==> src/hdl/fha_pkg.sv <==
// ============================================================================
// First-fit heap allocator package
// Sizes, operation and status codes, and the block table entry type.
// ============================================================================
`timescale 1ns / 1ps

package fha_pkg;

    localparam int HEAP_BYTES   = 65536;
    localparam int HEADER_BYTES = 8;
    localparam int MAX_BLOCKS   = 64;

    localparam int IDX_W = $clog2(MAX_BLOCKS);
    localparam int CNT_W = IDX_W + 1;

    localparam logic [15:0] INIT_START = 16'(HEADER_BYTES);
    localparam logic [15:0] INIT_SIZE  = 16'(HEAP_BYTES - HEADER_BYTES);

    // Operation codes.
    localparam logic [1:0] FN_INIT    = 2'd0;
    localparam logic [1:0] FN_ALLOC   = 2'd1;
    localparam logic [1:0] FN_FREE    = 2'd2;
    localparam logic [1:0] FN_REALLOC = 2'd3;

    // Status codes.
    localparam logic [1:0] ST_OK      = 2'd0;
    localparam logic [1:0] ST_NOFIT   = 2'd1;
    localparam logic [1:0] ST_NOINIT  = 2'd2;
    localparam logic [1:0] ST_UNKNOWN = 2'd3;

    // One block of the address-ordered table.
    typedef struct packed {
        logic [15:0] start;
        logic [15:0] size;
        logic        free;
    } entry_t;

    // Write port of the block table.
    typedef struct packed {
        logic             en;
        logic [IDX_W-1:0] addr;
        entry_t           data;
    } tbl_wr_t;

endpackage

==> src/hdl/first_fit_heap_allocator_unit.sv <==
// ============================================================================
// First-fit heap allocator
// Init, alloc, free and realloc over an address-ordered table of heap blocks.
// ============================================================================
// One request is in flight at a time. Every table walk goes through the
// block memory's one registered read port, one entry at a time (address,
// then registered data). Init and requests before init need no walk; alloc
// walks the table for a first fit and moves later entries up when a block is
// split, free searches for the block and then runs a merge pass, and a
// realloc that moves does both.
`timescale 1ns / 1ps

module first_fit_heap_allocator_unit
    import fha_pkg::*;
(
    input  logic        aclk,
    input  logic        aresetn,
    input  logic        s_tvalid,
    output logic        s_tready,
    input  logic [31:0] s_tdata,   // [15:0] request_size, [31:16] block_address
    input  logic [1:0]  s_tuser,   // [1:0] func
    output logic        m_tvalid,
    input  logic        m_tready,
    output logic [31:0] m_tdata,   // [15:0] address, [31:16] copy_length
    output logic [1:0]  m_tuser    // [1:0] status
);

    logic [IDX_W-1:0] rd_addr;
    entry_t           rd_data;
    tbl_wr_t          wr;
    logic [15:0]      alu_a;
    logic [15:0]      alu_b;
    logic [16:0]      alu_sum;
    logic [17:0]      alu_diff;
    logic [15:0]      res_addr;
    logic [15:0]      res_copy;

    fha_seq u_seq (
        .aclk       (aclk),
        .aresetn    (aresetn),
        .in_valid   (s_tvalid),
        .in_ready   (s_tready),
        .in_func    (s_tuser),
        .in_req     (s_tdata[15:0]),
        .in_addr    (s_tdata[31:16]),
        .out_valid  (m_tvalid),
        .out_ready  (m_tready),
        .out_addr   (res_addr),
        .out_status (m_tuser),
        .out_copy   (res_copy),
        .rd_addr    (rd_addr),
        .rd_data    (rd_data),
        .wr         (wr),
        .alu_a      (alu_a),
        .alu_b      (alu_b),
        .alu_sum    (alu_sum),
        .alu_diff   (alu_diff)
    );

    fha_table u_table (
        .aclk    (aclk),
        .wr      (wr),
        .rd_addr (rd_addr),
        .rd_data (rd_data)
    );

    fha_alu u_alu (
        .op_a (alu_a),
        .op_b (alu_b),
        .sum  (alu_sum),
        .diff (alu_diff)
    );

    // Result transaction payload.
    assign m_tdata = {res_copy, res_addr};

endmodule

==> src/hdl/fha_alu.sv <==
// ============================================================================
// Shared header adder
// Adds or subtracts two sizes together with one block header.
// ============================================================================
`timescale 1ns / 1ps

module fha_alu
    import fha_pkg::*;
(
    input  logic [15:0] op_a,
    input  logic [15:0] op_b,
    output logic [16:0] sum,   // op_a + op_b + header
    output logic [17:0] diff   // op_a - op_b - header, two's complement
);

    // Both results share the same operands chosen by the sequencer.
    assign sum  = {1'b0, op_a} + {1'b0, op_b} + 17'(HEADER_BYTES);
    assign diff = {2'b00, op_a} - {2'b00, op_b} - 18'(HEADER_BYTES);

endmodule

==> src/hdl/fha_table.sv <==
// ============================================================================
// Block table memory
// One write port and one registered read port over the block entries.
// ============================================================================
`timescale 1ns / 1ps

module fha_table
    import fha_pkg::*;
(
    input  logic             aclk,
    input  tbl_wr_t          wr,
    input  logic [IDX_W-1:0] rd_addr,
    output entry_t           rd_data
);

    entry_t mem [MAX_BLOCKS];

    // Read before write: a read of the address being written returns the old
    // entry. Read data is registered for the next cycle.
    always_ff @(posedge aclk) begin
        if (wr.en) begin
            mem[wr.addr] <= wr.data;
        end
        rd_data <= mem[rd_addr];
    end

endmodule

==> src/hdl/fha_seq.sv <==
// ============================================================================
// Allocator sequencer
// Walks the block table one entry at a time for find, alloc, shift and merge.
// ============================================================================
`timescale 1ns / 1ps

module fha_seq
    import fha_pkg::*;
(
    input  logic             aclk,
    input  logic             aresetn,
    input  logic             in_valid,
    output logic             in_ready,
    input  logic [1:0]       in_func,
    input  logic [15:0]      in_req,
    input  logic [15:0]      in_addr,
    output logic             out_valid,
    input  logic             out_ready,
    output logic [15:0]      out_addr,
    output logic [1:0]       out_status,
    output logic [15:0]      out_copy,
    output logic [IDX_W-1:0] rd_addr,
    input  entry_t           rd_data,
    output tbl_wr_t          wr,
    output logic [15:0]      alu_a,
    output logic [15:0]      alu_b,
    input  logic [16:0]      alu_sum,
    input  logic [17:0]      alu_diff
);

    typedef enum logic [3:0] {
        S_IDLE, S_FIND_RD, S_FIND_CHK, S_F_MARK, S_A_RD, S_A_CHK, S_SH_RD,
        S_SH_WR, S_SPLIT, S_A_FIN, S_C_RD0, S_C_LD, S_C_RD, S_C_CHK
    } state_t;

    typedef enum logic [1:0] {
        MD_ALLOC, MD_FREE, MD_REALLOC, MD_MOVE_FREE
    } mode_t;

    state_t           state_reg;
    mode_t            mode_reg;
    logic             init_reg;
    logic [CNT_W-1:0] count_reg;
    logic [CNT_W-1:0] idx_reg;
    logic [CNT_W-1:0] j_reg;
    logic [CNT_W-1:0] k_reg;
    logic [IDX_W-1:0] w_reg;
    entry_t           acc_reg;
    logic [15:0]      split_size_reg;
    logic [15:0]      old_size_reg;
    logic [15:0]      req_reg;
    logic [15:0]      addr_reg;
    logic             out_valid_reg;
    logic [15:0]      out_addr_reg;
    logic [1:0]       out_status_reg;
    logic [15:0]      out_copy_reg;

    logic accept;
    logic fits;
    logic split_ok;
    logic merge;
    logic [CNT_W-1:0] j_prev;

    assign in_ready   = (state_reg == S_IDLE) && !out_valid_reg;
    assign accept     = in_valid && in_ready;
    assign out_valid  = out_valid_reg;
    assign out_addr   = out_addr_reg;
    assign out_status = out_status_reg;
    assign out_copy   = out_copy_reg;

    // Decisions taken on the entry that was just read.
    assign fits     = rd_data.free && (rd_data.size >= req_reg);
    assign split_ok = !alu_diff[17] && (alu_diff != '0) &&
                      (count_reg < CNT_W'(MAX_BLOCKS));
    assign merge    = acc_reg.free && rd_data.free;
    assign j_prev   = j_reg - CNT_W'(1);

    // Table addressing, write data and shared adder operands.
    always_comb begin
        wr      = '0;
        rd_addr = idx_reg[IDX_W-1:0];
        alu_a   = rd_data.size;
        alu_b   = req_reg;
        unique case (state_reg)
            S_IDLE: begin
                if (accept && in_func == FN_INIT) begin
                    wr.en   = 1'b1;
                    wr.addr = '0;
                    wr.data = '{start: INIT_START, size: INIT_SIZE, free: 1'b1};
                end
            end
            S_A_CHK: begin
                if (fits && !split_ok) begin
                    wr.en   = 1'b1;
                    wr.addr = idx_reg[IDX_W-1:0];
                    wr.data = '{start: rd_data.start, size: rd_data.size, free: 1'b0};
                end
            end
            S_SH_RD: begin
                rd_addr = j_prev[IDX_W-1:0];
                alu_a   = acc_reg.start;
                if (j_reg == k_reg + CNT_W'(1)) begin
                    wr.en   = 1'b1;
                    wr.addr = j_reg[IDX_W-1:0];
                    wr.data = '{start: alu_sum[15:0], size: split_size_reg, free: 1'b1};
                end
            end
            S_SH_WR: begin
                wr.en   = 1'b1;
                wr.addr = j_reg[IDX_W-1:0];
                wr.data = rd_data;
            end
            S_SPLIT: begin
                wr.en   = 1'b1;
                wr.addr = k_reg[IDX_W-1:0];
                wr.data = '{start: acc_reg.start, size: req_reg, free: 1'b0};
            end
            S_F_MARK: begin
                wr.en   = 1'b1;
                wr.addr = k_reg[IDX_W-1:0];
                wr.data = '{start: acc_reg.start, size: acc_reg.size, free: 1'b1};
            end
            S_C_RD0: begin
                rd_addr = '0;
            end
            S_C_RD: begin
                if (idx_reg == count_reg) begin
                    wr.en   = 1'b1;
                    wr.addr = w_reg;
                    wr.data = acc_reg;
                end
            end
            S_C_CHK: begin
                alu_a = acc_reg.size;
                alu_b = rd_data.size;
                if (!merge) begin
                    wr.en   = 1'b1;
                    wr.addr = w_reg;
                    wr.data = acc_reg;
                end
            end
            default: begin
            end
        endcase
    end

    // Sequencer state, table bookkeeping and the result register.
    always_ff @(posedge aclk) begin
        if (!aresetn) begin
            state_reg     <= S_IDLE;
            mode_reg      <= MD_ALLOC;
            init_reg      <= 1'b0;
            count_reg     <= '0;
            idx_reg       <= '0;
            out_valid_reg <= 1'b0;
        end else begin
            if (out_valid_reg && out_ready) begin
                out_valid_reg <= 1'b0;
            end
            unique case (state_reg)
                S_IDLE: begin
                    if (accept) begin
                        req_reg        <= in_req;
                        addr_reg       <= in_addr;
                        out_addr_reg   <= '0;
                        out_status_reg <= ST_OK;
                        out_copy_reg   <= '0;
                        idx_reg        <= '0;
                        if (in_func == FN_INIT) begin
                            count_reg     <= CNT_W'(1);
                            init_reg      <= 1'b1;
                            out_valid_reg <= 1'b1;
                        end else if (!init_reg) begin
                            out_status_reg <= ST_NOINIT;
                            out_valid_reg  <= 1'b1;
                        end else if (in_func == FN_ALLOC ||
                                     (in_func == FN_REALLOC && in_addr == '0)) begin
                            mode_reg  <= MD_ALLOC;
                            state_reg <= S_A_RD;
                        end else if (in_func == FN_FREE || in_req == '0) begin
                            if (in_addr == '0) begin
                                out_valid_reg <= 1'b1;
                            end else begin
                                mode_reg  <= MD_FREE;
                                state_reg <= S_FIND_RD;
                            end
                        end else begin
                            mode_reg  <= MD_REALLOC;
                            state_reg <= S_FIND_RD;
                        end
                    end
                end
                // Search for the allocated block at the given payload offset.
                S_FIND_RD: begin
                    if (idx_reg == count_reg) begin
                        out_status_reg <= ST_UNKNOWN;
                        out_valid_reg  <= 1'b1;
                        state_reg      <= S_IDLE;
                    end else begin
                        state_reg <= S_FIND_CHK;
                    end
                end
                S_FIND_CHK: begin
                    if (rd_data.start == addr_reg && !rd_data.free) begin
                        acc_reg <= rd_data;
                        k_reg   <= idx_reg;
                        if (mode_reg == MD_REALLOC) begin
                            if (rd_data.size >= req_reg) begin
                                out_addr_reg  <= addr_reg;
                                out_valid_reg <= 1'b1;
                                state_reg     <= S_IDLE;
                            end else begin
                                old_size_reg <= rd_data.size;
                                idx_reg      <= '0;
                                state_reg    <= S_A_RD;
                            end
                        end else begin
                            state_reg <= S_F_MARK;
                        end
                    end else begin
                        idx_reg   <= idx_reg + CNT_W'(1);
                        state_reg <= S_FIND_RD;
                    end
                end
                S_F_MARK: begin
                    state_reg <= S_C_RD0;
                end
                // First-fit search.
                S_A_RD: begin
                    if (idx_reg == count_reg) begin
                        out_status_reg <= ST_NOFIT;
                        out_valid_reg  <= 1'b1;
                        state_reg      <= S_IDLE;
                    end else begin
                        state_reg <= S_A_CHK;
                    end
                end
                S_A_CHK: begin
                    if (fits) begin
                        acc_reg        <= rd_data;
                        k_reg          <= idx_reg;
                        split_size_reg <= alu_diff[15:0];
                        j_reg          <= count_reg;
                        state_reg      <= split_ok ? S_SH_RD : S_A_FIN;
                    end else begin
                        idx_reg   <= idx_reg + CNT_W'(1);
                        state_reg <= S_A_RD;
                    end
                end
                // Open a slot after the chosen block, moving the tail up by one.
                S_SH_RD: begin
                    state_reg <= (j_reg == k_reg + CNT_W'(1)) ? S_SPLIT : S_SH_WR;
                end
                S_SH_WR: begin
                    j_reg     <= j_prev;
                    state_reg <= S_SH_RD;
                end
                S_SPLIT: begin
                    count_reg <= count_reg + CNT_W'(1);
                    state_reg <= S_A_FIN;
                end
                S_A_FIN: begin
                    out_addr_reg <= acc_reg.start;
                    if (mode_reg == MD_REALLOC) begin
                        out_copy_reg <= old_size_reg;
                        mode_reg     <= MD_MOVE_FREE;
                        idx_reg      <= '0;
                        state_reg    <= S_FIND_RD;
                    end else begin
                        out_valid_reg <= 1'b1;
                        state_reg     <= S_IDLE;
                    end
                end
                // Compaction pass: merge every run of free blocks.
                S_C_RD0: begin
                    state_reg <= S_C_LD;
                end
                S_C_LD: begin
                    acc_reg   <= rd_data;
                    w_reg     <= '0;
                    idx_reg   <= CNT_W'(1);
                    state_reg <= S_C_RD;
                end
                S_C_RD: begin
                    if (idx_reg == count_reg) begin
                        count_reg     <= {1'b0, w_reg} + CNT_W'(1);
                        out_valid_reg <= 1'b1;
                        state_reg     <= S_IDLE;
                    end else begin
                        state_reg <= S_C_CHK;
                    end
                end
                S_C_CHK: begin
                    if (merge) begin
                        acc_reg.size <= alu_sum[15:0];
                    end else begin
                        acc_reg <= rd_data;
                        w_reg   <= w_reg + IDX_W'(1);
                    end
                    idx_reg   <= idx_reg + CNT_W'(1);
                    state_reg <= S_C_RD;
                end
                default: begin
                    state_reg <= S_IDLE;
                end
            endcase
        end
    end

endmodule

==> config.mk <==
export PLATFORM = sky130hd
export DESIGN_NAME = first_fit_heap_allocator_unit
export DESIGN_NICKNAME = d
export VERILOG_FILES = /design/src/hdl/fha_pkg.sv /design/src/hdl/first_fit_heap_allocator_unit.sv /design/src/hdl/fha_alu.sv /design/src/hdl/fha_table.sv /design/src/hdl/fha_seq.sv
export SDC_FILE = /design/constraint.sdc
export NUM_CORES = 2
export LEC_CHECK = 0
export BUFFER_PORTS_ARGS = -buffer_cell sky130_fd_sc_hd__buf_2
export CORE_MARGIN = 5
export CORE_UTILIZATION = 40
export DETAILED_ROUTE_END_ITERATION = 10
export HOLD_SLACK_MARGIN = 0.02
export PLACE_DENSITY = 0.51
export SLEW_MARGIN = 40
export SYNTH_ARGS = -nofsm -noshare
export SYNTH_HDL_FRONTEND = slang
export SYNTH_SLANG_ARGS = --single-unit
==> constraint.sdc <==
create_clock -name aclk -period 22.2 [get_ports aclk]
set_clock_uncertainty 0.1 [all_clocks]
set_input_delay 2.22 -clock aclk [delete_from_list [all_inputs] [get_ports aclk]]
set_output_delay 2.22 -clock aclk [all_outputs]
set_load 0.005 [all_outputs]
==> out/qor.yml <==
fin_ws_ps: 13900
die_y_um: 494.0
ant_nets: 0
cts_tree: "built"
num_vias: 49810
drv_slew: 0
routabilityCongestion: 0.8678
clk_latency_ps: 860
period_share_pct: 37.37
drt_iter0_drc: 5468
synth.area.top_cells: "edfxtp_1, mux4_2, nand2_1"
ys_seq_area_share_pct: 73.68
leakagePower_uw: 0.03619
via_per_inst: 5.789
required_ps: 22580
grt_pass1_wl_um: 385400
crit_chain: "clkinv_1 > nor2_1 > nand3_1 > nand2_1 > o21ai_0 > ha_1 > fa_1 > o21bai_1 > a2111oi_4 > xnor2_2 > nand3_1 > nor4_2 > a41o_1 > nand2_1 > nand3b_1 > or4b_2 > nor3_4 > buf_4"
grt_max_degree: 133
overflow: 0
cpMaxStageDelayCell: "or4b_2"
max_cap_violations: 0
power_frac_comb_pct: 7.3
synth_top_cell_by_area: "edfxtp_1"
p_int_uw: 7186
grt_antenna_before_repair: 21
clockPowerShare_pct: 41.2
synth.avg_cell_area_um2: 18.63
drive_above_1_share_pct: 24.71
setup_tns_ps: 0
p_sw_share_pct: 23.04
post-dp-hpwl_um: 161500
rows: 177
cts.sinks: 2318
ys_async_sr_fraction_pct: 0
synth_area_um2: 93720
core_area_um2: 233000
grt_setup_unrepaired: "false"
cts.clk_slew.worst_paths_ps: 70
grt_util_all_layers_pct: 22.14
crit_path_start_kind: "flip-flop"
wl_per_cell_um: 31.78
clk_path_buf_depth: 3
mostFrequentLayoutCells: "edfxtp_1, mux4_2, nand2_1, clkbuf_16, and2_1"
postCtsSetupBuffers: 0
clockRootBuffer: "clkbuf_16"
nNetsFinal: 5364
place.port_buffers: 73
first_global_vias: 49640
drt_wl_total_um: 273400
final_area_um2: 107600
slew_headroom_pct: 35.51
p_seq_share_pct: 51.5
ys.flop_type: "edfxtp_1"
syn_to_final_growth_pct: 14.77
start_util_pct: 40.23
status: "finished, final reports clean"
num_io_pins: 74
syn_inst: 5030
critPathCaptureType: "flip-flop"
largest_reg_flops: 2112
ys_types: 94
critPathMaxStageDelay_ps: 930
final_common_cell: "edfxtp_1"
power.density_nw_per_um2: 86.81
fin_crit_ps: 8296
min-delay-path-class: "flip-flop to flip-flop"
crit_fanout: 33
hold_viol: 0
worstPathArrival_ps: 8680
post_cts_resized: 0
path_class: "flip-flop to flip-flop"
dieArea_um2: 244100
synth_edf_count: 2263
irDropWorstVdd_uv: 66.49
synth_nets: 5136
total_power_uw: 9337
fp.dieW_um: 494.0
synth_top_area_share_pct: 72.51
post-place-ws_ps: 14020
tightest_slew_ps: 965.5
ys_warn_count: 0
power_switching_uw: 2151
numCtsBuffers: 235
hold_buffers: 0
post-route-drc-count: 0
dr.pass1.iters: 6
htreeDepth: 4
synth-seq-cells: 2318
fmax_mhz: 120.5
post_dp_cell_area_um2: 99930
setup_viol: 0
[layout make-up]
| type | instances | area, um2 |
|---|---|---|
| inverters | 65 | 244.0 |
| well taps | 3132 | 3919 |
| repair buffers | 281 | 2651 |
| multi-input cells | 2357 | 24210 |
| clock buffers | 279 | 6066 |
| fillers | 19810 | 125400 |
| flip-flops and latches | 2318 | 69060 |
| clock inverters | 160 | 1381 |
| diodes | 11 | 27.53 |
[critical path: cells and delay by family, from the launching register on]
kind | cells | cell delay (ps)
buf+inv | 2 | 1140
xor+xnor | 1 | 320
fa+ha+maj | 2 | 770
simple gates | 9 | 3450
compound gates | 4 | 1290
flops | 1 | 780
[routing by layer]
| metal | GRT usage (%) | vias to the layer above | wire length [um] |
|---|---|---|---|
| met3 | 4.302 | 341 | 19430 |
| met5 | 0 | - | 39 |
| met1 | 31.21 | 26650 | 116200 |
| li1 | - | 21010 | - |
| met4 | 6.382 | 6 | 8101 |
| met2 | 35.29 | 1806 | 129700 |
[path summary, 6_finish.rpt]
path	slack [ps]	end	depth (start not counted)	start
worst min register to register	390	u_seq.acc_reg[29]	0	u_table.rd_data[29]
worst max-delay path	13900	u_table.mem[16][9]	18	u_seq.state_reg[2]
worst max register to register	13900	u_table.mem[16][9]	18	u_seq.state_reg[2]
worst min-delay path	390	u_seq.acc_reg[29]	0	u_table.rd_data[29]
[cell families after synthesis]
family | synth area share [%]
AOI/OAI and AO/OA | 5.496
xor gates and xnor gates | 0.8024
adders and majority gates | 0.9345
buffers and inverters | 1.502
DFF | 73.68
muxes | 12.82
and+or+nand+nor | 4.758
[through the flow]
step                      hold slack (ps)  std cells  utilization [%]
final                               391.5       8603            46.17
after global routing                409.2       8594            46.16
after CTS                           388.5       8588            46.09
after detailed placement            372.0       8149            42.89
after global placement              369.6       8118            42.45
after floorplan                     306.4       5030                -
[power by group through the flow]
stage | Combinational (uW) | Clock [uW] | Sequential (uW)
after floorplan | 432 | 0 | 4880
after global placement | 683 | 0 | 4900
after detailed placement | 687 | 0 | 4900
after CTS | 690 | 3930 | 4810
after global routing | 729 | 4120 | 4810
final | 685 | 3840 | 4810
[synthesized netlist by cell type (5+ instances only)]
cell / n
a211oi_1: 168
a21boi_0: 6
a21o_1: 12
a21oi_1: 114
a221o_1: 24
a221oi_1: 14
a22o_1: 19
a22oi_1: 33
a311oi_1: 66
a31oi_1: 78
and2_0: 5
and2_1: 163
and3_1: 7
buf_1: 48
buf_2: 54
clkbuf_1: 186
dfxtp_1: 55
edfxtp_1: 2263
ha_1: 66
inv_1: 64
mux2_2: 5
mux2i_1: 7
mux4_2: 528
nand2_1: 450
nand2b_1: 18
nand3_1: 32
nand4_1: 11
nor2_1: 144
nor2b_1: 21
nor3_1: 34
nor3b_1: 8
nor4_1: 16
o2111ai_1: 9
o211ai_1: 17
o21a_1: 8
o21ai_0: 81
o21ai_1: 7
o21bai_1: 5
or3_1: 6
xnor2_1: 37
xor2_1: 47
(Power assumes the default switching activity.)
